===== config.mk =====
export PLATFORM = sky130hd
export DESIGN_NAME = zsw_ram
export DESIGN_NICKNAME = d
export VERILOG_FILES = /design/src/design/zsw_ram.sv
export SDC_FILE = /design/constraint.sdc
export NUM_CORES = 1
export LEC_CHECK = 0
export CAP_MARGIN = 20
export CORE_UTILIZATION = 55
export CTS_CLUSTER_SIZE = 12
export DETAILED_ROUTE_END_ITERATION = 8
export DONT_BUFFER_PORTS = 1
export GPL_TIMING_DRIVEN = 0
export PLACE_DENSITY = 0.7
export SYNTH_ARGS = -nofsm -noshare
export SYNTH_HDL_FRONTEND = slang
export SYNTH_SLANG_ARGS = --single-unit
export TNS_END_PERCENT = 10

===== constraint.sdc =====
create_clock -name clock -period 4.95 [get_ports clock]
set_clock_uncertainty 0.1 [all_clocks]
set_input_delay 0.7425 -clock clock [delete_from_list [all_inputs] [get_ports clock]]
set_output_delay 0.7425 -clock clock [all_outputs]
set_load 0.01 [all_outputs]

===== src/design/zsw_ram.sv =====
// Generic single-write, single-read RAM with registered read data.
`timescale 1ns / 1ps

module zsw_ram #(
   parameter int WIDTH = 8,
   parameter int DEPTH = 16,
   localparam int ADDR_W = (DEPTH > 1) ? $clog2(DEPTH) : 1
) (
   input  logic              clock,
   input  logic              wr_en,
   input  logic [ADDR_W-1:0] wr_addr,
   input  logic [WIDTH-1:0]  wr_data,
   input  logic              rd_en,
   input  logic [ADDR_W-1:0] rd_addr,
   output logic [WIDTH-1:0]  rd_data
);

   logic [WIDTH-1:0] mem_ff [DEPTH];
   logic [WIDTH-1:0] rd_data_ff;

   // Read returns the old contents on a same-address write
   always_ff @(posedge clock) begin
      if (wr_en) begin
         mem_ff[wr_addr] <= wr_data;
      end
      if (rd_en) begin
         rd_data_ff <= mem_ff[rd_addr];
      end
   end

   assign rd_data = rd_data_ff;

endmodule


==> flow_summary_export.csv <==
group,metric,value,unit
logic_synthesis,synth_cell_types,18,
cts,clock_path_buffers,2,
power_and_ir_drop,power.internal,2.15,mW
power_and_ir_drop,cellPowerDensity,442,mW/mm²
detailed_routing,routed_wirelength,9450,µm
power_and_ir_drop,sequentialPowerShare,49.2,%
cells_and_area,design_area,0.00602,mm²
sta,finalSetupTns,0,ns
run,max_cap_violations,0,
cts,cts-root-buf,"clkbuf_8",
cts,cts.sinks,136,
sta,fmax,533,MHz
floorplan,core,0.00924,mm²
cells_and_area,insertedDiodeCount,0,
cts,cts_tree,"yes",
sta,period_needed,1.87,ns
cts,cts_made_buffers,17,
logic_synthesis,ys_seq_area_share,78.1,%
logic_synthesis,yosys_register_bits,136,
floorplan,chipHeight,99.5,µm
grt,grt_max_degree,17,
power_and_ir_drop,peakVddDrop,280,µV
power_and_ir_drop,total_power,2.66,mW
min_path,hp-class,"in -> reg",
cells_and_area,nets,271,
cells_and_area,drive_gt1_share,23.4,%
grt,grt_use_total,21.6,%
power_and_ir_drop,power_frac_clock,47.5,%
critical_path,cp.arrival,1.93,ns
min_path,worst_hold_path.endpoint,"mem_ff[3][3]",
sta,worstMarginPinSlew,0.815,ns
critical_path,path_cells,"or3b_2 -> nor2_1",
sta,setup_viol,0,
place,preCtsSetupSlack,2.55,ns
sta,hold_violations,0,
detailed_routing,drc_errors,0,
cells_and_area,syn2layout_area_growth,15.1,%
critical_path,critPathKind,"in -> reg",
place,placed_area,0.00541,mm²
floorplan,fp-row-count,35,
logic_synthesis,synth_nets,248,
cts,hold_buffers,0,
detailed_routing,dr.pass1.iters,4,
critical_path,worst-path-buf-inv,0,
detailed_routing,vias,2348,
critical_path,max_stage_delay,0.65,ns
logic_synthesis,yosysTopAreaCellShare,78.1,%
cts,htreeDepth,4,
sta,rsz0062_at_grt,"no",
critical_path,r2r_start,"mem_ff[5][3]",
critical_path,ff2ff_path_depth,3,
grt,antenna_found_initial,0,
power_and_ir_drop,netSwitchingFraction,19.0,%
sta,maxSlewViolCount,0,
critical_path,cp-start-kind,"input pin",
floorplan,die_area,0.00990,mm²
critical_path,timing.reg2reg.setup_slack,3.32,ns
detailed_routing,vias_per_cell,5.96,
place,portBuffers,0,
cts,cts_resized,0,
logic_synthesis,syn_area_per_cell,22.8,µm²
logic_synthesis,synth_area_leaders,"edfxtp_1, mux4_2, mux4_1, a22oi_1, nor2_1",
critical_path,crit_fanout,8,
critical_path,crit_family,"simple AND/OR/NAND/NOR gates",
power_and_ir_drop,p_switching,0.505,mW
floorplan,ioPinCount,27,
detailed_routing,drt_iter0_markers,259,
logic_synthesis,yosysWarningCount,0,
grt,grt_pass1_vias,2383,
grt,grt_pass1_wl,14100,µm
power_and_ir_drop,leakage,1.97,nW
cts,cts.reportedPaths.clkPinSlew,0.06,ns
cts,postCtsSetupBuffers,0,
critical_path,cp_num_cells,2,
power_and_ir_drop,p_comb_share,3.3,%
cts,clk_latency,0.53,ns
critical_path,critPathCaptureType,"register",
grt,grt_overflow,0,
place,gp_congestion,0.701,
critical_path,slowest_stage,"nor2_1",
logic_synthesis,yosysTopAreaCell,"edfxtp_1",
min_path,min_from,"wr_data[3]",
floorplan,initial_core_util,56.6,%
detailed_routing,wire_per_inst,24.0,µm
cells_and_area,post-route-util,65.1,%
logic_synthesis,syn_area,0.00523,mm²
place,hpwlAfterDp,5890,µm
sta,fin_ws,3.08,ns
critical_path,rr_endpoint,"rd_data[3]",
min_path,hold_depth,0,
sta,max_slew_margin,45.4,%
critical_path,required,5.00,ns
detailed_routing,ant_nets,0,
sta,finalCritPeriodShare,37.9,%
run_status,status,"completed",
logic_synthesis,syn_inst,229,
floorplan,die_w,99.5,µm
-- layout by cell type (no fill, tap or decap), types with 2 or more instances in the layout --
master / count
edfxtp_1: 136
mux4_2: 18
a22oi_1: 16
clkbuf_16: 16
mux4_1: 14
nor2_1: 13
nand2_1: 9
buf_4: 4
nor3_1: 4
bufinv_16: 4
clkinv_2: 4
buf_6: 3
buf_2: 3
clkdlybuf4s25_2: 3
clkinv_4: 3
nand3b_1: 2
nand2b_1: 2
clkinv_1: 2
-- metrics by stage --
step                cells  hold slack [ns]
CTS                   393            0.196
finish                394            0.207
detailed placement    361            0.650
global route          394            0.198
floorplan             229            0.605
global placement      358            0.640
-- how the worst max path moves through the flow --
stage | from | endpoint
2_1_floorplan | wr_addr[2] | mem_ff[0][0]
3_3_place_gp | wr_addr[2] | mem_ff[0][3]
3_5_place_dp | wr_addr[2] | mem_ff[1][3]
4_1_cts | wr_addr[2] | mem_ff[2][5]
5_1_grt | wr_addr[2] | mem_ff[3][1]
6_report | wr_addr[2] | mem_ff[3][5]
-- final cells by class --
cell class	count	area, µm²
clock inverter	14	181
timing repair buffer	4	30.0
fill	600	3220
tap	129	161
buffer	10	86.3
sequential	136	4080
multi-input combinational	83	1060
clock buffer	18	418
-- state kept, by name (all words and copies together) (netlist names) --
name	flops
mem_ff	128
rd_data	8
-- synthesized netlist by cell type (all sizes together) --
master / n
or3b: 1
buf: 7
nor2b: 1
nor3: 4
and2b: 1
and2: 1
a22oi: 16
nor2: 13
nand2: 9
nand2b: 2
nand3b: 2
clkdlybuf4s25: 3
nand3: 1
mux4: 32
edfxtp: 136
-- per-layer routing --
layer  wire [µm]  up-vias  track usage, %
met3         703       15            6.04
met1        4080     1209            30.0
met5           0        -               0
met4         153        0            9.50
li1            -     1032               -
met2        4520       92            32.5
-- power groups by stage --
stage / Clock [mW] / Combinational (mW) / Sequential, mW
detailed placement: 0 / 0.0882 / 1.33
finish: 1.26 / 0.0882 / 1.31
global placement: 0 / 0.0869 / 1.33
CTS: 1.27 / 0.0889 / 1.31
floorplan: 0 / 0.0655 / 1.33
global route: 1.32 / 0.0940 / 1.31
-- cell families after synthesis --
group                  count (synthesis)  synth area share, %
AO/OA/AOI/OAI                         16                 2.30
buffers and inverters                 10                 1.65
flip-flops                           136                 78.1
multiplexers                          32                 14.8
AND/OR/NAND/NOR                       35                 3.14
Power figures use the tool's default switching activity.
