**config.mk**
```make
export PLATFORM = sky130hd
export DESIGN_NAME = zsw_scan
export DESIGN_NICKNAME = d
export VERILOG_FILES = /design/src/design/zsw_pkg.sv /design/src/design/zsw_scan.sv
export SDC_FILE = /design/constraint.sdc
export NUM_CORES = 1
export LEC_CHECK = 0
export BUFFER_PORTS_ARGS = -buffer_cell sky130_fd_sc_hd__clkbuf_2
export CELL_PAD_IN_SITES_DETAIL_PLACEMENT = 0
export CELL_PAD_IN_SITES_GLOBAL_PLACEMENT = 2
export CORE_ASPECT_RATIO = 1.75
export CORE_UTILIZATION = 28
export DETAILED_ROUTE_END_ITERATION = 8
export PLACE_DENSITY = 0.82
export SYNTH_ARGS = -nofsm -noshare
export SYNTH_HDL_FRONTEND = slang
export SYNTH_SLANG_ARGS = --single-unit
```
**constraint.sdc**
```tcl
create_clock -name clock -period 2.8 [get_ports clock]
set_clock_uncertainty 0.2 [all_clocks]
set_input_delay 0.14 -clock clock [delete_from_list [all_inputs] [get_ports clock]]
set_output_delay 0.14 -clock clock [all_outputs]
set_load 0.02 [all_outputs]
```
**src/design/zsw_pkg.sv**
```systemverilog
// Shared constants and types for the zero square window finder.
`timescale 1ns / 1ps

package zsw_pkg;

   // Field widths fixed by the register map and result format
   localparam int CSR_SIZE_W   = 11;
   localparam int WINDOW_W     = 7;
   localparam int CSR_INDEX_W  = 2;
   localparam int RUN_W        = 7;
   localparam int COUNT_W      = 21;

   // Register indexes
   localparam logic [CSR_INDEX_W-1:0] CSR_FRAME_WIDTH  = 2'd0;
   localparam logic [CSR_INDEX_W-1:0] CSR_FRAME_HEIGHT = 2'd1;
   localparam logic [CSR_INDEX_W-1:0] CSR_WINDOW_SIZE  = 2'd2;

   // Register reset values
   localparam logic [CSR_SIZE_W-1:0] FRAME_WIDTH_RESET  = 11'd8;
   localparam logic [CSR_SIZE_W-1:0] FRAME_HEIGHT_RESET = 11'd8;
   localparam logic [WINDOW_W-1:0]   WINDOW_SIZE_RESET  = 7'd2;

   // Saturation limits
   localparam logic [RUN_W-1:0]   RUN_MAX   = '1;
   localparam logic [COUNT_W-1:0] COUNT_MAX = '1;

   // Default build limits
   localparam int DEFAULT_MAX_WIDTH  = 1024;
   localparam int DEFAULT_MAX_HEIGHT = 1024;

   // Per-item pixel value and position flags from the scan counters
   typedef struct packed {
      logic pixel;
      logic first_row;
      logic row_end;
      logic frame_last;
   } tag_type;

endpackage

```
**src/design/zsw_scan.sv**
```systemverilog
// Column and row position counters that tag each accepted item.
`timescale 1ns / 1ps

module zsw_scan #(
   parameter int MAX_WIDTH  = zsw_pkg::DEFAULT_MAX_WIDTH,
   parameter int MAX_HEIGHT = zsw_pkg::DEFAULT_MAX_HEIGHT,
   localparam int COL_W = (MAX_WIDTH > 1) ? $clog2(MAX_WIDTH) : 1
) (
   input  logic                            clock,
   input  logic                            reset,
   input  logic                            accept,
   input  logic                            pixel,
   input  logic [zsw_pkg::CSR_SIZE_W-1:0]  frame_width,
   input  logic [zsw_pkg::CSR_SIZE_W-1:0]  frame_height,
   output logic [COL_W-1:0]                column,
   output zsw_pkg::tag_type                tag
);

   import zsw_pkg::*;

   localparam int ROW_W  = (MAX_HEIGHT > 1) ? $clog2(MAX_HEIGHT) : 1;
   localparam int WCMP_W = ($clog2(MAX_WIDTH + 1) > CSR_SIZE_W) ?
                           $clog2(MAX_WIDTH + 1) : CSR_SIZE_W;
   localparam int HCMP_W = ($clog2(MAX_HEIGHT + 1) > CSR_SIZE_W) ?
                           $clog2(MAX_HEIGHT + 1) : CSR_SIZE_W;

   logic [COL_W-1:0]  col_ff, col_in;
   logic [ROW_W-1:0]  row_ff, row_in;
   logic [WCMP_W-1:0] eff_width, width_ext, col_next;
   logic [HCMP_W-1:0] eff_height, height_ext, row_next;

   // Effective frame sizes: zero acts as one, oversize clamps to the build limit
   always_comb begin
      width_ext  = WCMP_W'(frame_width);
      height_ext = HCMP_W'(frame_height);
      if (frame_width == '0) begin
         eff_width = WCMP_W'(1);
      end else if (width_ext > WCMP_W'(MAX_WIDTH)) begin
         eff_width = WCMP_W'(MAX_WIDTH);
      end else begin
         eff_width = width_ext;
      end
      if (frame_height == '0) begin
         eff_height = HCMP_W'(1);
      end else if (height_ext > HCMP_W'(MAX_HEIGHT)) begin
         eff_height = HCMP_W'(MAX_HEIGHT);
      end else begin
         eff_height = height_ext;
      end
   end

   // Tag for the item at the current position
   always_comb begin
      col_next       = WCMP_W'(col_ff) + WCMP_W'(1);
      row_next       = HCMP_W'(row_ff) + HCMP_W'(1);
      tag.pixel      = pixel;
      tag.first_row  = (row_ff == '0);
      tag.row_end    = (col_next >= eff_width);
      tag.frame_last = tag.row_end && (row_next >= eff_height);
      column         = col_ff;
   end

   // Advance the scan position on each accepted item
   always_comb begin
      col_in = col_ff;
      row_in = row_ff;
      if (accept) begin
         if (tag.frame_last) begin
            col_in = '0;
            row_in = '0;
         end else if (tag.row_end) begin
            col_in = '0;
            row_in = ROW_W'(row_next);
         end else begin
            col_in = COL_W'(col_next);
         end
      end
   end

   always_ff @(posedge clock) begin
      if (reset) begin
         col_ff <= '0;
         row_ff <= '0;
      end else begin
         col_ff <= col_in;
         row_ff <= row_in;
      end
   end

endmodule

```
==> results.txt, run 1 <==
----------------------------------------------------
[Critical path]
  Critical path launch point type ... flip-flop
  Crit. End Element ... flip-flop
  FF-to-FF path depth ... 14
  Worst R2R Start ... column[0]$_SDFFE_PP0P_
  Maximum net fanout on the critical path ... 6
  Reg2Reg Capture Point ... row_ff[5]$_SDFFE_PP0P_
  Setup Crit Path Kind ... reg2reg
  Worst Path Required ... around 2.8 ns
  Setup slack of the most critical reg-to-reg path ... 0.01 ns
  Arrival time reported for the critical path endpoint ... 2.75 ns

[Global route]
  Wire length of the first global-routing pass ... 8.14 mm
  Number of global-route vias before repair ... about 1.8k
  Total global routing track utilization ... between 10% and 20%
  Grt ovf ... 0
  Antenna violations before repair ... 0
  Pin count of the biggest net entering global routing ... 25

[Power and ir drop]
  Total power divided by cell area ... roughly 240 mW/mm2
  Total power consumption of the routed design ... 0.000635 W
  Leakage component of the power ... about 1.1 nW
  IR Drop Worst-Case VDD ... around 0.00011 V

[Clocking]
  Hold Buf Count CTS ... 0
  Clock root buffer ... sky130_fd_sc_hd__clkbuf_8
  Number of sinks on the clock net ... 20
  Clock transition at the registers of the reported paths ... roughly 0.080 ns
  Source-to-sink clock delay at the later pin of the worst-skew pair ... between 0.2 and 0.3 ns
  TritonCTS buffer count ... 3
  Clock buffer depth ... 2
  Clock tree from TritonCTS ... built
  Maximum level of the CTS H-tree ... 1

[STA]
  Share of the clock period used by the worst path ... around 100%
  Final Worst Setup Slack ... 0.0119 ns
  Sum of negative setup slack ... 0 ns
  Unrepaired setup endpoints after global routing ... true
  Post-route worst hold slack ... 0.0800 ns
  Final Max Slew Viols ... 0
  Final setup violation count ... 0
  Final period demand of the worst path ... approximately 2.8 ns
  Maximum operating frequency ... between 300 and 400 MHz
  Hold Vio Cnt, Final ... 0
  Max-Slew Margin vs Limit ... about three fifths
  Slew @ Worst Pin ... around 0.57 ns

[Finish]
  Signed area change from the synthesized netlist to the final layout ... 43.6%
  Most frequent cells in the layout ... 36 x sky130_fd_sc_hd__nand2_1, 35 x sky130_fd_sc_hd__clkbuf_2, 32 x sky130_fd_sc_hd__buf_4
  Most common library cell in the layout ignoring fill and taps ... sky130_fd_sc_hd__nand2_1
  Number of fillers in the final layout ... 680
  Final antenna diode count ... 0
  Total number of nets in the final design ... 361
  Final Non-Filler Cells ... 389
  Proportion of layout cells with a drive suffix above 1 ... 41.7%

[Floorplanning]
  Site Rows ... 38
  Full die area ... around 0.007 mm2
  Starting density of the core ... between 20 and 30%
  Die Ht ... between 100 and 150 um
  Area of the core region ... roughly 0.0063 mm2
  Top Ports ... 40
  Die outline width ... between 60 and 70 um

[Logic synthesis]
  Sequential-to-total area share from yosys stat ... 21.7%
  Predominant post-synthesis flop cell ... sky130_fd_sc_hd__dfxtp_1
  Gate Count Post-Synth ... around 240
  Count of yosys warnings during synthesis ... 0
  Async set-or-reset flop fraction in the synthesized netlist ... 0%
  Synthesized cell area ... ~0.0018 mm2
  Net count after synthesis ... a little under 300
  Flip-flop and latch count after synthesis ... 20
  Number of enable-type register cells in the synthesized netlist ... 0
  Number of unique standard cell types used by synthesis ... between 40 and 50
  Avg Cell Area, Syn ... ~7.6 um2

[Drt]
  Wire length on met1 ... ~2.0 mm
  Antenna-violating nets left ... 0
  Routed length on met2 ... between 2 and 3 mm
  Wire length per cell after detailed routing ... roughly 13 um
  Uppermost signal routing layer after detailed routing ... met4
  Vias/cell ... 5.02
  Iteration-0 DRC Markers ... between 60 and 70
  Wire length reported by the detailed router ... about 5.2 mm
  Length of routed met3 wiring ... 135 um
  First drt pass iteration count ... 4
  Detailed-route DRC error count ... 0
  Total number of vias ... 1951

[Hold path]
  Worst hold endpoint ... tag[3]
  Class of the tightest hold or removal check ... in2out
  Cell depth of the worst min-delay path ... 0
  Origin of the worst min-delay path ... pixel

[Placed design]
  Number of buffers added on ports ... 37
  Setup Slack @ Placement ... -0.0400 ns
  Placed Cells incl. Taps ... around 370
  Final estimated routing congestion in global placement ... approximately 0.8
  Hpwl dp ... roughly 3.8 mm

[Job]
  Max-cap violation count ... 0

[Status]
  Run status ... finished, final reports clean

----------------------------------------------------
## final cells by class
cell class	instances	area (um2)	share of cell area, %
Inverter	14	52.6	1.98
Sequential cell	20	418	15.7
Timing Repair Buffer	74	498	18.8
Tap cell	80	100	3.77
Clock buffer	4	55.1	2.07
Multi-Input combinational cell	197	1530	57.7
## what timing repair did
item,in CTS,in global routing
pin swaps,13,28
endpoints found under the setup margin,17,22
cloned,1,1
gates resized for setup,22,52
setup buffers,13,6
## power by group
group / internal, W / leakage (nW) / switching (W)
combinational: 0.0000556 / 0.954 / 0.0000735
clock: 0.000125 / 0.0288 / 0.0000913
sequential: 0.000286 / 0.166 / 0.00000396
## worst max-delay path by stage
stage / start / endpoint / slack, ns / depth (start not counted)
after floorplan: column[1]$_SDFFE_PP0P_ / row_ff[3]$_SDFFE_PP0P_ / -0.002 / 13
after global placement: column[2]$_SDFFE_PP0P_ / row_ff[5]$_SDFFE_PP0P_ / 0.08 / 12
after detailed placement: column[1]$_SDFFE_PP0P_ / row_ff[3]$_SDFFE_PP0P_ / -0.04 / 13
after CTS: row_ff[0]$_SDFFE_PP0P_ / tag[0] / 0.0002 / 12
after global routing: column[1]$_SDFFE_PP0P_ / row_ff[5]$_SDFFE_PP0P_ / -0.15 / 13
final: column[0]$_SDFFE_PP0P_ / row_ff[5]$_SDFFE_PP0P_ / 0.01 / 14
## critical path: stages (launching register included)
cell and delay (ns):
sky130_fd_sc_hd__dfxtp_4 0.37, sky130_fd_sc_hd__ha_4 0.13, sky130_fd_sc_hd__and3_4 0.19, sky130_fd_sc_hd__nand2_2 0.07, sky130_fd_sc_hd__nor2_2 0.12, sky130_fd_sc_hd__xor2_1 0.20
sky130_fd_sc_hd__ha_1 0.29, sky130_fd_sc_hd__a21oi_2 0.17, sky130_fd_sc_hd__o21ai_2 0.07, sky130_fd_sc_hd__a21oi_2 0.14, sky130_fd_sc_hd__buf_4 0.14, sky130_fd_sc_hd__a21oi_2 0.06
sky130_fd_sc_hd__buf_6 0.13, sky130_fd_sc_hd__a21boi_2 0.15, sky130_fd_sc_hd__o32ai_2 0.26
## logic make-up after synthesis
group	synth area share, %
compound gates	16.2
xor+xnor	9.00
fa+ha+maj	16.9
buf+inv	6.43
flops	21.7
simple gates	29.8
## through the flow
step / area, um2 / util (%)
6_report: 2650 / 42.3
5_1_grt: 2650 / 42.3
4_1_cts: 2490 / 39.7
3_5_place_dp: 2230 / 35.5
3_3_place_gp: 2230 / 35.5
2_1_floorplan: 1850 / -
## Yosys cell counts (2+ instances only)
cell	number	area, um2
sky130_fd_sc_hd__a21boi_0	4	30.0
sky130_fd_sc_hd__a21oi_1	25	125
sky130_fd_sc_hd__a31oi_1	4	25.0
sky130_fd_sc_hd__and2_1	2	12.5
sky130_fd_sc_hd__and3_2	2	15.0
sky130_fd_sc_hd__buf_2	5	25.0
sky130_fd_sc_hd__buf_4	2	15.0
sky130_fd_sc_hd__clkbuf_1	3	11.3
sky130_fd_sc_hd__clkinv_1	3	11.3
sky130_fd_sc_hd__dfxtp_1	20	400
sky130_fd_sc_hd__ha_1	25	313
sky130_fd_sc_hd__inv_1	11	41.3
sky130_fd_sc_hd__nand2_1	37	139
sky130_fd_sc_hd__nand2b_1	2	12.5
sky130_fd_sc_hd__nand3_1	18	90.1
sky130_fd_sc_hd__nand3_2	3	30.0
sky130_fd_sc_hd__nand3b_1	3	22.5
sky130_fd_sc_hd__nand4_1	6	37.5
sky130_fd_sc_hd__nor2_1	9	33.8
sky130_fd_sc_hd__nor2b_1	2	12.5
sky130_fd_sc_hd__nor3_1	3	15.0
sky130_fd_sc_hd__nor4_1	6	37.5
sky130_fd_sc_hd__o21ai_0	12	60.1
sky130_fd_sc_hd__o32ai_1	4	35.0
sky130_fd_sc_hd__or3_1	4	25.0
sky130_fd_sc_hd__xnor2_1	10	87.6
sky130_fd_sc_hd__xor2_1	4	35.0
## state kept, by name, summed over array words and instances, names as in the netlist
signal / cells
column: 10
row_ff: 10
## metal layers
layer | vias to the layer above | track usage (%)
met5 | - | 0
met4 | 0 | 4.22
met3 | 6 | 0.934
met2 | 40 | 31.2
met1 | 906 | 14.9
li1 | 999 | -
Note: power is estimated with default switching activity, not from simulation.
==> run 2, diff against run 1 <==
==> config.mk (replaced) <==
export PLATFORM = sky130hd
export DESIGN_NAME = zsw_scan
export DESIGN_NICKNAME = d
export VERILOG_FILES = /design/src/design/zsw_pkg.sv /design/src/design/zsw_scan.sv
export SDC_FILE = /design/constraint.sdc
export NUM_CORES = 1
export LEC_CHECK = 0
export BUFFER_PORTS_ARGS = -buffer_cell sky130_fd_sc_hd__clkbuf_2
export CELL_PAD_IN_SITES_DETAIL_PLACEMENT = 1
export CELL_PAD_IN_SITES_GLOBAL_PLACEMENT = 1
export CORE_ASPECT_RATIO = 1.75
export CORE_UTILIZATION = 35
export DETAILED_ROUTE_END_ITERATION = 8
export PLACE_DENSITY = 0.81
export SYNTH_ARGS = -nofsm -noshare
export SYNTH_HDL_FRONTEND = slang
export SYNTH_SLANG_ARGS = --single-unit
==> results.txt, run 2 (synthesis results as in run 1) <==
----------------------------------------------------
[Drt]
  Length of routed met3 wiring ... 124 um (-8.1%)
  Total number of vias ... 2059 (+5.5%)
  Wire length per cell after detailed routing ... 17.3 um (+29%)
  First drt pass iteration count ... 6 (+2)
  Wire length on met1 ... 2.36 mm (+16%)
  Wire length reported by the detailed router ... 6.37 mm (+22%)
  Routed length on met2 ... 3.75 mm (+25%)
  Uppermost signal routing layer after detailed routing ... met4
  Detailed-route DRC error count ... 6 (+6)
  Iteration-0 DRC Markers ... 30 (-51%)
  Vias/cell ... 5.60 (+12%)
  Antenna-violating nets left ... 0 (unchanged)

[Global route]
  Total global routing track utilization ... 23.0% (+8.2 points)
  Antenna violations before repair ... 0 (unchanged)
  Number of global-route vias before repair ... 2294 (+25%)
  Pin count of the biggest net entering global routing ... 25 (unchanged)
  Wire length of the first global-routing pass ... 10.1 mm (+24%)
  Grt ovf ... 0 (unchanged)

[Critical path]
  Setup Crit Path Kind ... reg2out
  Worst R2R Start ... column[0]$_SDFFE_PP0P_
  Source of the critical timing path ... column[0]$_SDFFE_PP0P_
  Maximum net fanout on the critical path ... 5 (-1)
  Crit. End Element ... output pin
  Worst Path Required ... 2.46 ns (-0.30 ns)
  Critical path launch point type ... flip-flop
  Arrival time reported for the critical path endpoint ... 2.54 ns (-0.21 ns)

[STA]
  Slew @ Worst Pin ... 0.518 ns (-0.0538 ns)
  Hold Vio Cnt, Final ... 0 (unchanged)
  Final setup violation count ... 12 (+12)
  Unrepaired setup endpoints after global routing ... true
  Final Worst Setup Slack ... -0.0781 ns (-0.0900 ns)
  Share of the clock period used by the worst path ... 103% (+3.2 points)
  Max-Slew Margin vs Limit ... 65.4% (+3.6 points)
  Final Max Slew Viols ... 0 (unchanged)
  Maximum operating frequency ... 347 MHz (-3.1%)
  Sum of negative setup slack ... -0.496 ns (-0.496 ns)
  Final period demand of the worst path ... 2.88 ns (+0.0900 ns)
  Post-route worst hold slack ... 0.0544 ns (-0.0257 ns)

[Floorplanning]
  Die Ht ... 98.1 um (-10%)
  Starting density of the core ... 36.8% (+7.4 points)
  Die outline width ... 56.9 um (-10%)
  Top Ports ... 40 (unchanged)
  Full die area ... 0.00559 mm2 (-20%)
  Site Rows ... 34 (-11%)
  Area of the core region ... 0.00502 mm2 (-20%)

[Power and ir drop]
  IR Drop Worst-Case VDD ... 0.000146 V (+28%)
  Leakage component of the power ... 1.20 nW (+4.6%)
  Total power divided by cell area ... 236 mW/mm2 (-1.3%)

[Job]
  Max-cap violation count ... 0 (unchanged)

[Finish]
  Total number of nets in the final design ... 367 (+1.7%)
  Most common library cell in the layout ignoring fill and taps ... sky130_fd_sc_hd__buf_4
  Most frequent cells in the layout ... 36 x sky130_fd_sc_hd__buf_4, 35 x sky130_fd_sc_hd__clkbuf_2, 34 x sky130_fd_sc_hd__nand2_1
  Final Non-Filler Cells ... 368 (-5.4%)
  Finished Cell Area ... 0.00268 mm2 (+1.0%)
  Signed area change from the synthesized netlist to the final layout ... 45.1%
  Share of the core filled with cells ... 53.4% (+11 points)
  Final antenna diode count ... 0 (unchanged)
  Proportion of layout cells with a drive suffix above 1 ... 42.4% (+0.61 points)

[Hold path]
  Class of the tightest hold or removal check ... in2reg
  Origin of the worst min-delay path ... accept

[Status]
  Run status ... finished with violations
  Failing checks ... DRC, setup timing

[Placed design]
  Placed Cells incl. Taps ... 341 (-7.1%)
  Dpl cell area ... 0.00218 mm2 (-2.0%)
  Final estimated routing congestion in global placement ... 0.821 (+1.2%)
  Hpwl dp ... 4.09 mm (+7.2%)
  Number of buffers added on ports ... 37 (unchanged)

[Clocking]
  Number of sinks on the clock net ... 20 (unchanged)
  Maximum level of the CTS H-tree ... 1 (unchanged)
  Source-to-sink clock delay at the later pin of the worst-skew pair ... 0.27 ns (+0.02 ns)
  Clock root buffer ... sky130_fd_sc_hd__clkbuf_8
  TritonCTS buffer count ... 3 (unchanged)
  Clock transition at the registers of the reported paths ... 0.08 ns (about the same)
  Clock buffer depth ... 2 (unchanged)
  Clock tree from TritonCTS ... built

----------------------------------------------------
==> run 2: changes by cell type in the layout (fill, tap and decap cells not counted), sizes merged <==
| cell | before | now |
|---|---|---|
| clkbuf | 39 | 38 |
| buf | 39 | 45 |
==> run 2: cell type report <==
type	instances	area (um2)
Multi-Input combinational cell	197	1550
Sequential cell	20	417
Inverter	14	52.6
Clock buffer	3	41.3
Tap cell	54	67.6
Timing Repair Buffer	80	554
Fill cell	630	2340
==> run 2: stage by stage <==
stage	power [W]	worst slack, ns
global route	0.000658	-0.219
detailed placement	0.000413	-0.116
floorplan	0.000365	-0.00208
finish	0.000634	-0.0781
global placement	0.000409	0.0204
CTS	0.000619	-0.00996
==> run 2: final timing paths <==
path	end	slack [ns]	cells after the start
max	tag[1]	-0.08	13
min	column[1]$_SDFFE_PP0P_	0.05	3
max reg2reg	row_ff[4]$_SDFFE_PP0P_	-0.05	14
min reg2reg	column[9]$_SDFFE_PP0P_	0.28	2
==> run 2: routing by layer <==
metal | track usage [%] | vias to the layer above
met1 | 20.8 | 1004
met3 | 2.25 | 12
met2 | 48.9 | 40
met5 | 0 | -
met4 | 8.07 | 0
li1 | - | 1003
==> run 2: power by group <==
| group | internal, W | leakage [nW] | total, W | switching, W |
|---|---|---|---|---|
| Combinational | 0.0000631 | 1.02 | 0.000141 | 0.0000781 |
| Sequential | 0.000286 | 0.166 | 0.000290 | 0.00000402 |
| Clock | 0.0000963 | 0.0216 | 0.000203 | 0.000106 |
==> run 2: worst max-delay path: stages (launching register included) <==
cell,delay [ns]
sky130_fd_sc_hd__dfxtp_4,0.37
sky130_fd_sc_hd__ha_4,0.14
sky130_fd_sc_hd__and3_4,0.25
sky130_fd_sc_hd__nand2_4,0.07
sky130_fd_sc_hd__nor2_4,0.12
sky130_fd_sc_hd__xor2_2,0.18
sky130_fd_sc_hd__ha_1,0.29
sky130_fd_sc_hd__a21oi_2,0.14
sky130_fd_sc_hd__o21ai_1,0.11
sky130_fd_sc_hd__a21oi_2,0.15
sky130_fd_sc_hd__and2_4,0.18
sky130_fd_sc_hd__buf_6,0.11
sky130_fd_sc_hd__inv_2,0.04
sky130_fd_sc_hd__buf_8,0.11
==> run 2: timing repair <==
action,4_1_cts,5_1_grt
setup buffers,20,5
endpoints found under the setup margin,15,22
hold buffers,0,0
pin swaps,20,30
cloned,0,0
gates resized for setup,43,30
