File: src/design/zsw_pkg.sv
// Shared constants and types for the zero square window finder.
`timescale 1ns / 1ps

package zsw_pkg;

   // Field widths fixed by the register map and result format
   localparam int CSR_SIZE_W   = 11;
   localparam int WINDOW_W     = 7;
   localparam int CSR_INDEX_W  = 2;
   localparam int RUN_W        = 7;
   localparam int COUNT_W      = 21;

   // Register indexes
   localparam logic [CSR_INDEX_W-1:0] CSR_FRAME_WIDTH  = 2'd0;
   localparam logic [CSR_INDEX_W-1:0] CSR_FRAME_HEIGHT = 2'd1;
   localparam logic [CSR_INDEX_W-1:0] CSR_WINDOW_SIZE  = 2'd2;

   // Register reset values
   localparam logic [CSR_SIZE_W-1:0] FRAME_WIDTH_RESET  = 11'd8;
   localparam logic [CSR_SIZE_W-1:0] FRAME_HEIGHT_RESET = 11'd8;
   localparam logic [WINDOW_W-1:0]   WINDOW_SIZE_RESET  = 7'd2;

   // Saturation limits
   localparam logic [RUN_W-1:0]   RUN_MAX   = '1;
   localparam logic [COUNT_W-1:0] COUNT_MAX = '1;

   // Default build limits
   localparam int DEFAULT_MAX_WIDTH  = 1024;
   localparam int DEFAULT_MAX_HEIGHT = 1024;

   // Per-item pixel value and position flags from the scan counters
   typedef struct packed {
      logic pixel;
      logic first_row;
      logic row_end;
      logic frame_last;
   } tag_type;

endpackage

File: src/design/zsw_count.sv
// Run update, window detection, case counter and result register.
`timescale 1ns / 1ps

module zsw_count #(
   parameter int MAX_WIDTH = zsw_pkg::DEFAULT_MAX_WIDTH,
   localparam int COL_W = (MAX_WIDTH > 1) ? $clog2(MAX_WIDTH) : 1
) (
   input  logic                          clock,
   input  logic                          reset,
   input  logic                          accept,
   input  logic [COL_W-1:0]              column,
   input  zsw_pkg::tag_type              tag,
   input  logic [zsw_pkg::WINDOW_W-1:0]  window_size,
   input  logic [zsw_pkg::RUN_W-1:0]     ram_rd_data,
   output logic                          ram_wr_en,
   output logic [COL_W-1:0]              ram_wr_addr,
   output logic [zsw_pkg::RUN_W-1:0]     ram_wr_data,
   output logic                          in_ready,
   output logic                          rsp_valid,
   input  logic                          rsp_ready,
   output logic                          rsp_window_found,
   output logic [zsw_pkg::COUNT_W-1:0]   rsp_case_number,
   output logic                          rsp_frame_end
);

   import zsw_pkg::*;

   // Stage holding an item whose column run is being read
   logic              s1_valid_ff, s1_valid_in;
   tag_type           s1_tag_ff;
   logic [COL_W-1:0]  s1_col_ff;
   logic              byp_valid_ff;
   logic [RUN_W-1:0]  byp_run_ff;

   // Running state
   logic [RUN_W-1:0]   wide_ff, wide_in;
   logic [COUNT_W-1:0] count_ff, count_in;

   // Result register
   logic               out_valid_ff, out_valid_in;
   logic               out_found_ff;
   logic [COUNT_W-1:0] out_count_ff;
   logic               out_end_ff;

   logic               s1_move;
   logic [WINDOW_W-1:0] k;
   logic [RUN_W-1:0]   prev_run, run, wide_base, wide_next;
   logic [COUNT_W-1:0] count_next;
   logic               found;

   assign s1_move  = !out_valid_ff || rsp_ready;
   assign in_ready = !s1_valid_ff || s1_move;
   assign k        = (window_size == '0) ? WINDOW_W'(1) : window_size;

   // Column run, horizontal run and case count for the stage-one item
   always_comb begin
      prev_run = byp_valid_ff ? byp_run_ff : ram_rd_data;
      if (s1_tag_ff.pixel) begin
         run = '0;
      end else if (s1_tag_ff.first_row) begin
         run = RUN_W'(1);
      end else if (prev_run == RUN_MAX) begin
         run = RUN_MAX;
      end else begin
         run = prev_run + RUN_W'(1);
      end
      wide_base = (s1_col_ff == '0) ? '0 : wide_ff;
      if (run >= k) begin
         wide_next = (wide_base == RUN_MAX) ? RUN_MAX : wide_base + RUN_W'(1);
      end else begin
         wide_next = '0;
      end
      found = (wide_next >= k);
      if (found && count_ff != COUNT_MAX) begin
         count_next = count_ff + COUNT_W'(1);
      end else begin
         count_next = count_ff;
      end
   end

   // Write back the new column run as the item leaves stage one
   assign ram_wr_en   = s1_valid_ff && s1_move;
   assign ram_wr_addr = s1_col_ff;
   assign ram_wr_data = run;

   // State updates; row and frame ends clear the horizontal run, frame ends the count
   always_comb begin
      wide_in  = wide_ff;
      count_in = count_ff;
      if (ram_wr_en) begin
         if (s1_tag_ff.row_end) begin
            wide_in = '0;
         end else begin
            wide_in = wide_next;
         end
         if (s1_tag_ff.frame_last) begin
            count_in = '0;
         end else begin
            count_in = count_next;
         end
      end
   end

   // Stage and result valid flags
   always_comb begin
      if (accept) begin
         s1_valid_in = 1'b1;
      end else if (s1_move) begin
         s1_valid_in = 1'b0;
      end else begin
         s1_valid_in = s1_valid_ff;
      end
      if (ram_wr_en) begin
         out_valid_in = 1'b1;
      end else if (rsp_ready) begin
         out_valid_in = 1'b0;
      end else begin
         out_valid_in = out_valid_ff;
      end
   end

   always_ff @(posedge clock) begin
      if (reset) begin
         s1_valid_ff  <= 1'b0;
         out_valid_ff <= 1'b0;
         wide_ff      <= '0;
         count_ff     <= '0;
      end else begin
         s1_valid_ff  <= s1_valid_in;
         out_valid_ff <= out_valid_in;
         wide_ff      <= wide_in;
         count_ff     <= count_in;
      end
   end

   // Stage-one payload; forward the run written in the same cycle as the read
   always_ff @(posedge clock) begin
      if (accept) begin
         s1_tag_ff    <= tag;
         s1_col_ff    <= column;
         byp_valid_ff <= ram_wr_en && (s1_col_ff == column);
         byp_run_ff   <= run;
      end
   end

   // Result payload
   always_ff @(posedge clock) begin
      if (ram_wr_en) begin
         out_found_ff <= found;
         out_count_ff <= count_next;
         out_end_ff   <= s1_tag_ff.frame_last;
      end
   end

   assign rsp_valid        = out_valid_ff;
   assign rsp_window_found = out_found_ff;
   assign rsp_case_number  = out_count_ff;
   assign rsp_frame_end    = out_end_ff;

   // A found window always carries a non-zero case number
   a_found_counts: assert property (@(posedge clock) disable iff (reset)
      rsp_valid && rsp_window_found |-> rsp_case_number != '0)
      else $error("window reported with zero case number");

   // A set pixel always breaks the column run
   a_pixel_breaks_run: assert property (@(posedge clock) disable iff (reset)
      ram_wr_en && s1_tag_ff.pixel |-> ram_wr_data == '0)
      else $error("set pixel left a non-zero column run");

   // Frame end returns the running state to zero
   a_frame_clear: assert property (@(posedge clock) disable iff (reset)
      ram_wr_en && s1_tag_ff.frame_last |=> count_ff == '0 && wide_ff == '0)
      else $error("running state not cleared at frame end");

   // An accepted item always occupies stage one next cycle
   a_accept_fills: assert property (@(posedge clock) disable iff (reset)
      accept |=> s1_valid_ff)
      else $error("accepted item lost from stage one");

endmodule

File: config.mk
export PLATFORM = sky130hd
export DESIGN_NAME = zsw_count
export DESIGN_NICKNAME = d
export VERILOG_FILES = /design/src/design/zsw_pkg.sv /design/src/design/zsw_count.sv
export SDC_FILE = /design/constraint.sdc
export NUM_CORES = 1
export LEC_CHECK = 0
export BUFFER_PORTS_ARGS = -buffer_cell sky130_fd_sc_hd__buf_2
export CORE_MARGIN = 1.5
export CORE_UTILIZATION = 40
export CTS_CLUSTER_DIAMETER = 150
export CTS_CLUSTER_SIZE = 8
export DETAILED_ROUTE_END_ITERATION = 10
export GPL_TIMING_DRIVEN = 0
export PLACE_DENSITY = 0.65
export REMOVE_ABC_BUFFERS = 1
export SYNTH_ARGS = -nofsm -noshare
export SYNTH_HDL_FRONTEND = slang
export SYNTH_SLANG_ARGS = --single-unit
File: constraint.sdc
create_clock -name clock -period 4.55 [get_ports clock]
set_input_delay 0.455 -clock clock [delete_from_list [all_inputs] [get_ports clock]]
set_output_delay 0.455 -clock clock [all_outputs]
set_load 0.1 [all_outputs]
==> flow_metrics.py, run 1 <==
metrics = {
    "status": {
        "outcome": "complete, no violations",
    },
    "power": {
        "p_clk_frac": 0.385,
        "comb_power_share": 0.179,
        "switching_share": 0.299,
        "internal_power_mw": 1.23,
        "p_leak_nw": 2.03,
        "p_seq_frac": 0.436,
        "vdd_ir_drop_max_mv": 0.139,
        "switchingPower_mw": 0.523,
        "power_density_nw_per_um2": 330,
    },
    "cts": {
        "cts_root_buf": "clkbuf_8",
        "cts_buffer_depth": 2,
        "cts_buffers": 9,
        "cts_htree_levels": 3,
        "numClockSinks": 75,
        "clk_pin_slew_ps": 80,
        "clock_latency_ps": 360,
        "cts_tree": "built",
    },
    "synthesis": {
        "yosys_warnings": 0,
        "synth.area.top_cells": "edfxtp_1 (32%), dfxtp_1 (14%), ha_1 (5.0%), xor2_1 (4.1%), nand3_1 (3.9%)",
        "synth_flop_cell": "edfxtp_1",
        "syn_area_um2": 4240,
        "synth_seq_cells": 75,
        "avgSynthCellArea_um2": 9.68,
        "ys_seq_area_frac": 0.461,
        "synth_top_cell_by_area": "edfxtp_1",
        "synth.distinct_cells": 56,
        "synth_top_area_share": 0.319,
        "synth-async-reset-ratio": 0,
        "synth_edf_count": 45,
        "netlist_instances": 438,
    },
    "worst_setup_path": {
        "crit_fanout": 12,
        "crit_chain": "mux2i_4 > buf_4 > nor3_2 > nor2b_2 > xor2_1 > a21oi_4 > ha_1 > a2111oi_2 > o21ai_2 > nand2_2 > buf_4 > nor2_1 > ha_1 > a21o_1 > a31oi_4 > o21a_4 > clkinv_8 > nand2_4 > mux2_2",
        "path_buf_inv": 3,
        "start_kind": "register",
        "slowest_delay_ps": 510,
        "reg2reg_slack_ps": 140,
        "crit_path_top_delay_cell": "edfxtp_1",
        "cp_top_family": "compound AO/OA/AOI/OAI gates",
        "crit_path_end_kind": "register",
        "crit_type": "reg -> reg",
        "cp_data_required_time_ps": 4670,
        "crit_arrival_ps": 4530,
    },
    "layout": {
        "drive_gt1_frac": 0.281,
        "stdcell_count": 656,
        "final_util": 0.513,
        "nFillCells": 950,
        "num_antenna_cells": 0,
        "nets": 564,
        "syn2layout_area_growth_pct": 25.0,
    },
    "die": {
        "die_h_um": 106,
        "core_area_um2": 10300,
        "die-area_um2": 11200,
        "die_w_um": 106,
        "initial_utilization": 0.410,
        "io_pins": 75,
        "rows": 37,
    },
    "grt": {
        "use_met3": 0.0282,
        "grtUsageMet2": 0.292,
        "grt.total_usage": 0.189,
        "grt.busiest_layer": "met2",
        "antenna_found_initial": 0,
        "grt_pass1_vias": 3443,
        "grt_use_met1": 0.256,
        "grt_max_degree": 33,
        "grt_pass1_wl_um": 16700,
        "gr-total-overflow": 0,
    },
    "routing": {
        "antenna_left": 0,
        "drtPass1Iterations": 5,
        "finalWirelength_um": 10800,
        "via_per_inst": 5.66,
        "wl_per_cell_um": 16.5,
        "drt-initial-drc-count": 251,
        "via_count": 3714,
        "drc": 0,
    },
    "sta": {
        "finalSetupViolations": 0,
        "min_period_ps": 4410,
        "max_clock_freq_mhz": 227,
        "drv_slew": 0,
        "hold_viol": 0,
        "finClkSkew_ps": 12.0,
        "max_slew_margin": 0.217,
        "min_period_over_period": 0.970,
        "worstMarginPinSlew_ps": 1170,
    },
    "placement": {
        "place_inst": 623,
        "io_buffers": 74,
        "dp_hpwl_um": 6890,
        "place.gp.congestion": 0.892,
    },
    "hold_path": {
        "hp-class": "in -> reg",
    },
    "run": {
        "cap_violations": 0,
    },
}
==> metal layers <==
layer  up-vias  routed length, um
li1       1800                  -
met1      1776               4820
met2       119               5200
met3        19                540
met4         0                252
met5         -                  0
==> synthesized netlist by cell type (13+ instances only) <==
cell      number
edfxtp_1      45
nand2_1       35
nand3_1       33
dfxtp_1       30
nor2_1        28
xor2_1        20
a21oi_1       18
clkbuf_1      17
ha_1          17
inv_1         16
xnor2_1       16
nor4_1        14
nand4_1       13
nor3_1        13
==> cell families (layout without fill, tap and decap cells) <==
| group | after synthesis | count (layout) | share of synthesized area |
|---|---|---|---|
| flops | 75 | 75 | 0.461 |
| simple gates | 182 | 182 | 0.232 |
| xor+xnor | 36 | 36 | 0.0744 |
| mux | 7 | 7 | 0.0168 |
| compound gates | 76 | 77 | 0.124 |
| buf+inv | 45 | 126 | 0.0419 |
| fa+ha+maj | 17 | 17 | 0.0502 |
==> flip-flops by register name, indices dropped and copies added (netlist names) <==
name and cells:
count_ff 21, rsp_case_number 21, ram_wr_addr 10, byp_run_ff 7, wide_ff 7, s1_tag_ff 4
byp_valid_ff 1, rsp_frame_end 1, rsp_valid 1, rsp_window_found 1, s1_valid_ff 1
==> worst paths after layout <==
kind | start | to | depth (start not counted)
setup / recovery | byp_valid_ff$_DFFE_PP_ | rsp_case_number[1]$_DFFE_PP_ | 19
hold / removal | tag[3] | s1_tag_ff[3]$_DFFE_PP_ | 1
setup reg to reg | byp_valid_ff$_DFFE_PP_ | rsp_case_number[1]$_DFFE_PP_ | 19
hold reg to reg | wide_ff[4]$_SDFFE_PP0P_ | wide_ff[4]$_SDFFE_PP0P_ | 2
==> stage by stage <==
step / hold WS (ps) / TNS (ps) / instance area [um^2] / setup slack [ps] / power [mW]
after detailed placement: 498 / -58900 / 4690 / -2100 / 1.06
after CTS: 249 / -3.72 / 5070 / -3.72 / 1.75
after global placement: 486 / -56160 / 4670 / -2030 / 1.06
final: 263 / 0 / 5300 / 136 / 1.75
after floorplan: 472 / -77890 / 4130 / -2340 / 0.999
after global routing: 257 / -316 / 5300 / -78.1 / 1.80
==> layout make-up <==
cell class	count	area (um^2)	share of cell area
repair buffers	90	498	0.0940
clock buffers	11	163	0.0307
flip-flops and latches	75	1950	0.368
multi-input cells	319	2320	0.437
clock inverters	5	105	0.0198
repair inverters	1	8.76	0.00165
well taps	136	170	0.0321
inverters	19	83.8	0.0158
==> what timing repair did <==
item                       4_1_cts  5_1_grt
setup endpoints to repair       43       34
pin swaps                        2       12
buffers inserted                 5       10
gates resized for setup         17       29
hold buffers                     0        0
gates cloned                     1        1
==> cells in the final DEF, fill, tap and decap left out, types with 15 or more instances in the layout <==
| cell type | synthesis | final |
|---|---|---|
| buf_2 | 6 | 74 |
| dfxtp_1 | 30 | 30 |
| edfxtp_1 | 45 | 45 |
| ha_1 | 17 | 15 |
| inv_1 | 16 | 16 |
| nand2_1 | 35 | 33 |
| nand3_1 | 33 | 33 |
| nor2_1 | 28 | 28 |
| xnor2_1 | 16 | 16 |
| xor2_1 | 20 | 20 |
==> power groups by stage <==
stage / clock network, mW / logic, mW / registers [mW]
finish: 0.674 / 0.313 / 0.762
floorplan: 0 / 0.103 / 0.896
global route: 0.709 / 0.327 / 0.765
detailed placement: 0 / 0.286 / 0.778
CTS: 0.687 / 0.298 / 0.761
global placement: 0 / 0.282 / 0.776
Power figures use the tool's default switching activity.
==> run 2, diff against run 1 <==
--- a/config.mk
+++ b/config.mk
@@ -6,14 +6,17 @@
 export NUM_CORES = 1
 export LEC_CHECK = 0
 export BUFFER_PORTS_ARGS = -buffer_cell sky130_fd_sc_hd__buf_2
+export CELL_PAD_IN_SITES_DETAIL_PLACEMENT = 1
+export CELL_PAD_IN_SITES_GLOBAL_PLACEMENT = 1
 export CORE_MARGIN = 1.5
-export CORE_UTILIZATION = 40
+export CORE_UTILIZATION = 39
 export CTS_CLUSTER_DIAMETER = 150
 export CTS_CLUSTER_SIZE = 8
 export DETAILED_ROUTE_END_ITERATION = 10
 export GPL_TIMING_DRIVEN = 0
-export PLACE_DENSITY = 0.65
+export PLACE_DENSITY = 0.78
 export REMOVE_ABC_BUFFERS = 1
+export SLEW_MARGIN = 20
 export SYNTH_ARGS = -nofsm -noshare
 export SYNTH_HDL_FRONTEND = slang
 export SYNTH_SLANG_ARGS = --single-unit
==> run 2 against run 1 <==
Net effect:
- first-iteration DRC count down 39%
- global-route usage up 3.8 points
- worst setup slack better by 64 ps
- highest routed layer unchanged
- critical path type unchanged
- largest cell class unchanged
==> flow_metrics.py, run 2 (synthesis gave the netlist of run 1 again) <==
metrics = {
    "status": {
        "outcome": "complete, no violations",
    },
    "grt": {
        "grt_max_degree": 33,
        "grt_pass1_wl_um": 20100,
        "grt.total_usage": 0.227,
        "gr-total-overflow": 0,
        "antenna_found_initial": 0,
        "grt_pass1_vias": 3941,
    },
    "routing": {
        "drc": 0,
        "via_count": 3796,
        "drt-initial-drc-count": 153,
        "drtPass1Iterations": 4,
        "finalWirelength_um": 12600,
        "antenna_left": 0,
        "via_per_inst": 5.79,
        "wl_per_cell_um": 19.2,
    },
    "layout": {
        "seq_area_um2": 1950,
        "final_util": 0.501,
        "stdcell_count": 656,
        "final_common_cell": "buf_2",
        "syn2layout_area_growth_pct": 23.0,
        "multi_input_area_um2": 2350,
        "nets": 564,
        "drive_gt1_frac": 0.281,
        "final_cell_mix": "buf_2 (76), edfxtp_1 (45), nand3_1 (33)",
        "num_antenna_cells": 0,
        "nFillCells": 1188,
    },
    "sta": {
        "fin_ws_ps": 199,
        "min_period_over_period": 0.956,
        "max_slew_margin": 0.378,
        "drv_slew": 0,
        "min_period_ps": 4350,
        "finalSetupViolations": 0,
        "finClkSkew_ps": 12.0,
        "hold_viol": 0,
        "worstMarginPinSlew_ps": 930,
        "whs_ps": 259,
        "max_clock_freq_mhz": 230,
        "fin_setup_tns_ps": 0,
    },
    "cts": {
        "cts_htree_levels": 3,
        "numClockSinks": 75,
        "cts_tree": "built",
        "clk_pin_slew_ps": 80,
        "cts_buffers": 9,
        "postCtsHoldBufs": 0,
        "cts_buffer_depth": 2,
        "clock_latency_ps": 370,
        "cts_root_buf": "clkbuf_8",
    },
    "worst_setup_path": {
        "crit_fanout": 12,
        "start_kind": "register",
        "cp_data_required_time_ps": 4660,
        "crit_arrival_ps": 4460,
        "crit_type": "reg -> reg",
        "crit_path_end_kind": "register",
        "reg2reg_slack_ps": 200,
    },
    "die": {
        "die_w_um": 107,
        "die_h_um": 107,
        "die-area_um2": 11500,
        "io_pins": 75,
        "core_area_um2": 10400,
        "rows": 37,
        "initial_utilization": 0.407,
    },
    "placement": {
        "dp_hpwl_um": 8350,
        "place.gp.congestion": 0.818,
        "io_buffers": 74,
        "pre_cts_slack_ps": -2420,
        "place_inst": 624,
    },
    "power": {
        "p_leak_nw": 2.00,
        "vdd_ir_drop_max_mv": 0.136,
        "power_density_nw_per_um2": 294,
    },
    "run": {
        "cap_violations": 0,
    },
    "hold_path": {
        "hp-class": "in -> reg",
    },
}
-- run 2: area by class of cell --
cell class	count	share of cell area
clock buffers	13	0.0266
multi-input cells	319	0.451
clock inverters	3	0.00288
repair buffers	90	0.0946
repair inverters	1	0.00168
well taps	136	0.0326
inverters	19	0.0163
flip-flops and latches	75	0.374
-- run 2: power breakdown --
part,internal (mW),switching [mW],leakage [nW]
sequential,0.746,0.0164,0.673
combinational,0.0721,0.255,1.25
clock,0.196,0.250,0.0812
total,1.01,0.521,2.00
-- run 2: final timing paths --
check | end | cells after the start | startpoint
max reg2reg | rsp_case_number[1]$_DFFE_PP_ | 19 | byp_valid_ff$_DFFE_PP_
max | rsp_case_number[1]$_DFFE_PP_ | 19 | byp_valid_ff$_DFFE_PP_
min | s1_tag_ff[0]$_DFFE_PP_ | 1 | tag[0]
min reg2reg | wide_ff[1]$_SDFFE_PP0P_ | 2 | wide_ff[1]$_SDFFE_PP0P_
-- run 2: worst max-delay path, stage by stage (launching register included) --
cell and delay [ps]:
edfxtp_1 480, mux2i_2 210, inv_2 80, ha_4 140, nand2_2 70, or3_4 460, a21o_1 210, ha_1 270
nand2b_1 160, a211oi_2 210, o21ai_2 100, nand2_4 120, nor2_1 60, ha_1 350, a21o_1 220, a31oi_4 220
o21a_4 220, clkinv_8 90, nand2_4 90, mux2_4 320
-- run 2: timing repair --
| item | in CTS | in global routing |
|---|---|---|
| cloned | 1 | 1 |
| buffers inserted | 6 | 8 |
| resized for setup | 27 | 25 |
| pin swaps | 3 | 19 |
| endpoints found under the setup margin | 43 | 37 |
-- run 2: routing by layer --
layer	vias to the layer above	GRT usage	share of wire
li1	1799	-	-
met1	1903	0.274	0.43
met2	78	0.400	0.51
met3	16	0.0310	0.034
met4	0	0.101	0.018
met5	-	0	0
-- run 2: through the flow --
| step | power, mW | instance area [um^2] |
|---|---|---|
| 2_1_floorplan | 0.999 | 4130 |
| 3_3_place_gp | 1.06 | 4670 |
| 3_5_place_dp | 1.07 | 4690 |
| 4_1_cts | 1.53 | 5030 |
| 5_1_grt | 1.59 | 5210 |
| 6_report | 1.54 | 5210 |
==> run 3, diff against run 2 <==
--- a/config.mk
+++ b/config.mk
@@ -6,15 +6,13 @@
 export NUM_CORES = 1
 export LEC_CHECK = 0
 export BUFFER_PORTS_ARGS = -buffer_cell sky130_fd_sc_hd__buf_2
-export CELL_PAD_IN_SITES_DETAIL_PLACEMENT = 1
-export CELL_PAD_IN_SITES_GLOBAL_PLACEMENT = 1
 export CORE_MARGIN = 1.5
-export CORE_UTILIZATION = 39
+export CORE_UTILIZATION = 40
 export CTS_CLUSTER_DIAMETER = 150
 export CTS_CLUSTER_SIZE = 8
 export DETAILED_ROUTE_END_ITERATION = 10
 export GPL_TIMING_DRIVEN = 0
-export PLACE_DENSITY = 0.78
+export PLACE_DENSITY = 0.62
 export REMOVE_ABC_BUFFERS = 1
 export SLEW_MARGIN = 20
 export SYNTH_ARGS = -nofsm -noshare
==> constraint.sdc (replaced) <==
create_clock -name clock -period 4.54 [get_ports clock]
set_input_delay 0.454 -clock clock [delete_from_list [all_inputs] [get_ports clock]]
set_output_delay 0.454 -clock clock [all_outputs]
set_load 0.1 [all_outputs]
==> run 3 against run 2 <==
Net effect:
- worst setup slack got worse by 24 ps
- flip-flop and latch count unchanged
- design area decreased by 1.1%
- global-route usage decreased by 4.1 points
- count of clock-buffer cells in the layout increased by 2
- highest routed layer unchanged
- power increased by 1.8%
- largest power group unchanged
- via count decreased by 1.7%
- fmax decreased by 0.32%
==> flow_metrics.py, run 3 (synthesis gave the netlist of run 1 again) <==
metrics = {
    "worst_setup_path": {
        "crit_fanout": 14,
        "reg2reg_depth": 19,
        "crit_chain": "mux2i_1 > inv_1 > ha_1 > nand2_1 > or3_4 > a21o_1 > ha_1 > nand2b_1 > a211oi_2 > o21ai_2 > nand2_2 > nor2_1 > ha_1 > a21o_1 > a31oi_4 > o21a_4 > clkinv_8 > nand2_4 > mux2_2",
        "crit_path_top_delay_cell": "edfxtp_1",
        "crit_top_cell": "ha_1",
        "start_kind": "register",
        "reg2reg_slack_ps": 180,
        "r2r-start": "byp_valid_ff$_DFFE_PP_",
        "slowest_delay_ps": 470,
        "timing.rr.end": "rsp_case_number[1]$_DFFE_PP_",
        "crit_arrival_ps": 4480,
        "crit_type": "reg -> reg",
        "cp_data_required_time_ps": 4650,
        "crit_path_end_kind": "register",
    },
    "layout": {
        "final_cell_mix": "buf_2 (75), edfxtp_1 (45), nand2_1 (34)",
        "drive_gt1_frac": 0.262,
        "final_common_cell": "buf_2",
        "num_antenna_cells": 0,
        "stdcell_count": 652,
        "syn2layout_area_growth_pct": 21.6,
        "stdcell_area_um2": 5150,
        "nFillCells": 975,
        "nets": 560,
        "final_util": 0.499,
    },
    "status": {
        "outcome": "complete, no violations",
    },
    "sta": {
        "drv_slew": 0,
        "min_period_ps": 4360,
        "hold_viol": 0,
        "max_slew_margin": 0.426,
        "fin_ws_ps": 176,
        "finClkSkew_ps": 12.2,
        "worstMarginPinSlew_ps": 857,
        "finalSetupViolations": 0,
        "whs_ps": 276,
        "max_clock_freq_mhz": 229,
        "min_period_over_period": 0.961,
        "fin_setup_tns_ps": 0,
    },
    "cts": {
        "cts_buffer_depth": 2,
        "clk_pin_slew_ps": 80,
        "cts_root_buf": "clkbuf_8",
        "cts_htree_levels": 3,
        "clock_latency_ps": 360,
        "cts_buffers": 9,
        "postCtsHoldBufs": 0,
        "numClockSinks": 75,
        "cts_tree": "built",
    },
    "power": {
        "comb_power_share": 0.200,
        "switching_share": 0.323,
        "internal_power_mw": 1.06,
        "switchingPower_mw": 0.505,
        "p_seq_frac": 0.488,
        "vdd_ir_drop_max_mv": 0.161,
        "finalPower_mw": 1.56,
        "p_leak_nw": 1.97,
        "power_density_nw_per_um2": 303,
        "p_clk_frac": 0.311,
    },
    "routing": {
        "finalWirelength_um": 10600,
        "wl_per_cell_um": 16.3,
        "drc": 0,
        "via_count": 3731,
        "met2_length_um": 4890,
        "drtPass1Iterations": 5,
        "antenna_left": 0,
        "drt-initial-drc-count": 249,
        "top_layer": "met4",
        "route.layer.met1.wl_um": 4840,
        "via_per_inst": 5.72,
        "wl_met3_um": 627,
    },
    "placement": {
        "io_buffers": 74,
        "place.gp.congestion": 0.912,
        "pre_cts_slack_ps": -2130,
        "dp_hpwl_um": 6900,
        "place_area_um2": 4680,
        "place_inst": 623,
    },
    "grt": {
        "antenna_found_initial": 0,
        "grt_pass1_vias": 3392,
        "grt.total_usage": 0.187,
        "gr-total-overflow": 0,
        "grt_max_degree": 33,
        "grt_pass1_wl_um": 16600,
    },
    "hold_path": {
        "hold_path_depth": 1,
        "min_to": "s1_tag_ff[1]$_DFFE_PP_",
        "hp-start": "tag[1]",
        "hp-class": "in -> reg",
    },
    "die": {
        "io_pins": 75,
        "core_area_um2": 10300,
        "die_w_um": 106,
        "die_h_um": 106,
        "die-area_um2": 11200,
        "rows": 37,
        "initial_utilization": 0.410,
    },
    "run": {
        "cap_violations": 0,
    },
}
==> run 3: changes by cell type in the layout (fill, tap and decap cells not counted), sizes merged <==
cell / before / now
clkinv: 6 / 2
nand2: 35 / 36
buf: 90 / 85
inv: 17 / 18
clkbuf: 13 / 15
clkinvlp: 0 / 1
==> run 3: layout make-up <==
type | instances | area (um^2) | area share
repair inverters | 1 | 8.76 | 0.00170
multi-input cells | 320 | 2310 | 0.447
clock inverters | 1 | 7.51 | 0.00146
well taps | 136 | 170 | 0.0330
clock buffers | 15 | 176 | 0.0342
flip-flops and latches | 75 | 1950 | 0.379
repair buffers | 85 | 450 | 0.0874
inverters | 19 | 83.8 | 0.0163
==> run 3: what timing repair did <==
item,CTS,global route
setup buffers,7,3
resized for setup,17,20
setup endpoints to repair,43,34
pin swaps,2,7
gates cloned,1,2
==> run 3: worst max-delay path, delay by kind of cell (launching register included) <==
family	cells	cell delay [ps]
AOI/OAI and AO/OA	6	1190
adders and majority gates	3	780
buffers and inverters	2	190
DFF	1	470
muxes	2	550
and+or+nand+nor	6	940
==> run 3: layer usage <==
layer | track usage | vias to the layer above
li1 | - | 1784
met1 | 0.254 | 1780
met2 | 0.288 | 138
met3 | 0.0380 | 29
met4 | 0.0820 | 0
met5 | 0 | -
==> run 3: power by group through the flow <==
stage                     registers (mW)  clock network (mW)  logic (mW)
after floorplan                    0.898                   0       0.103
after global placement             0.779                   0       0.284
after detailed placement           0.780                   0       0.288
after CTS                          0.763               0.504       0.300
after global routing               0.767               0.537       0.329
final                              0.763               0.487       0.313
==> run 3: how the worst max path moves through the flow <==
stage / from / endpoint / slack, ps / cells past startpoint
floorplan: byp_valid_ff$_DFFE_PP_ / rsp_case_number[1]$_DFFE_PP_ / -2350 / 18
global placement: byp_valid_ff$_DFFE_PP_ / rsp_case_number[1]$_DFFE_PP_ / -2130 / 18
detailed placement: byp_valid_ff$_DFFE_PP_ / rsp_case_number[1]$_DFFE_PP_ / -2130 / 18
CTS: byp_valid_ff$_DFFE_PP_ / rsp_case_number[1]$_DFFE_PP_ / -6 / 18
global route: byp_valid_ff$_DFFE_PP_ / rsp_case_number[3]$_DFFE_PP_ / -70 / 18
finish: byp_valid_ff$_DFFE_PP_ / rsp_case_number[1]$_DFFE_PP_ / 180 / 19
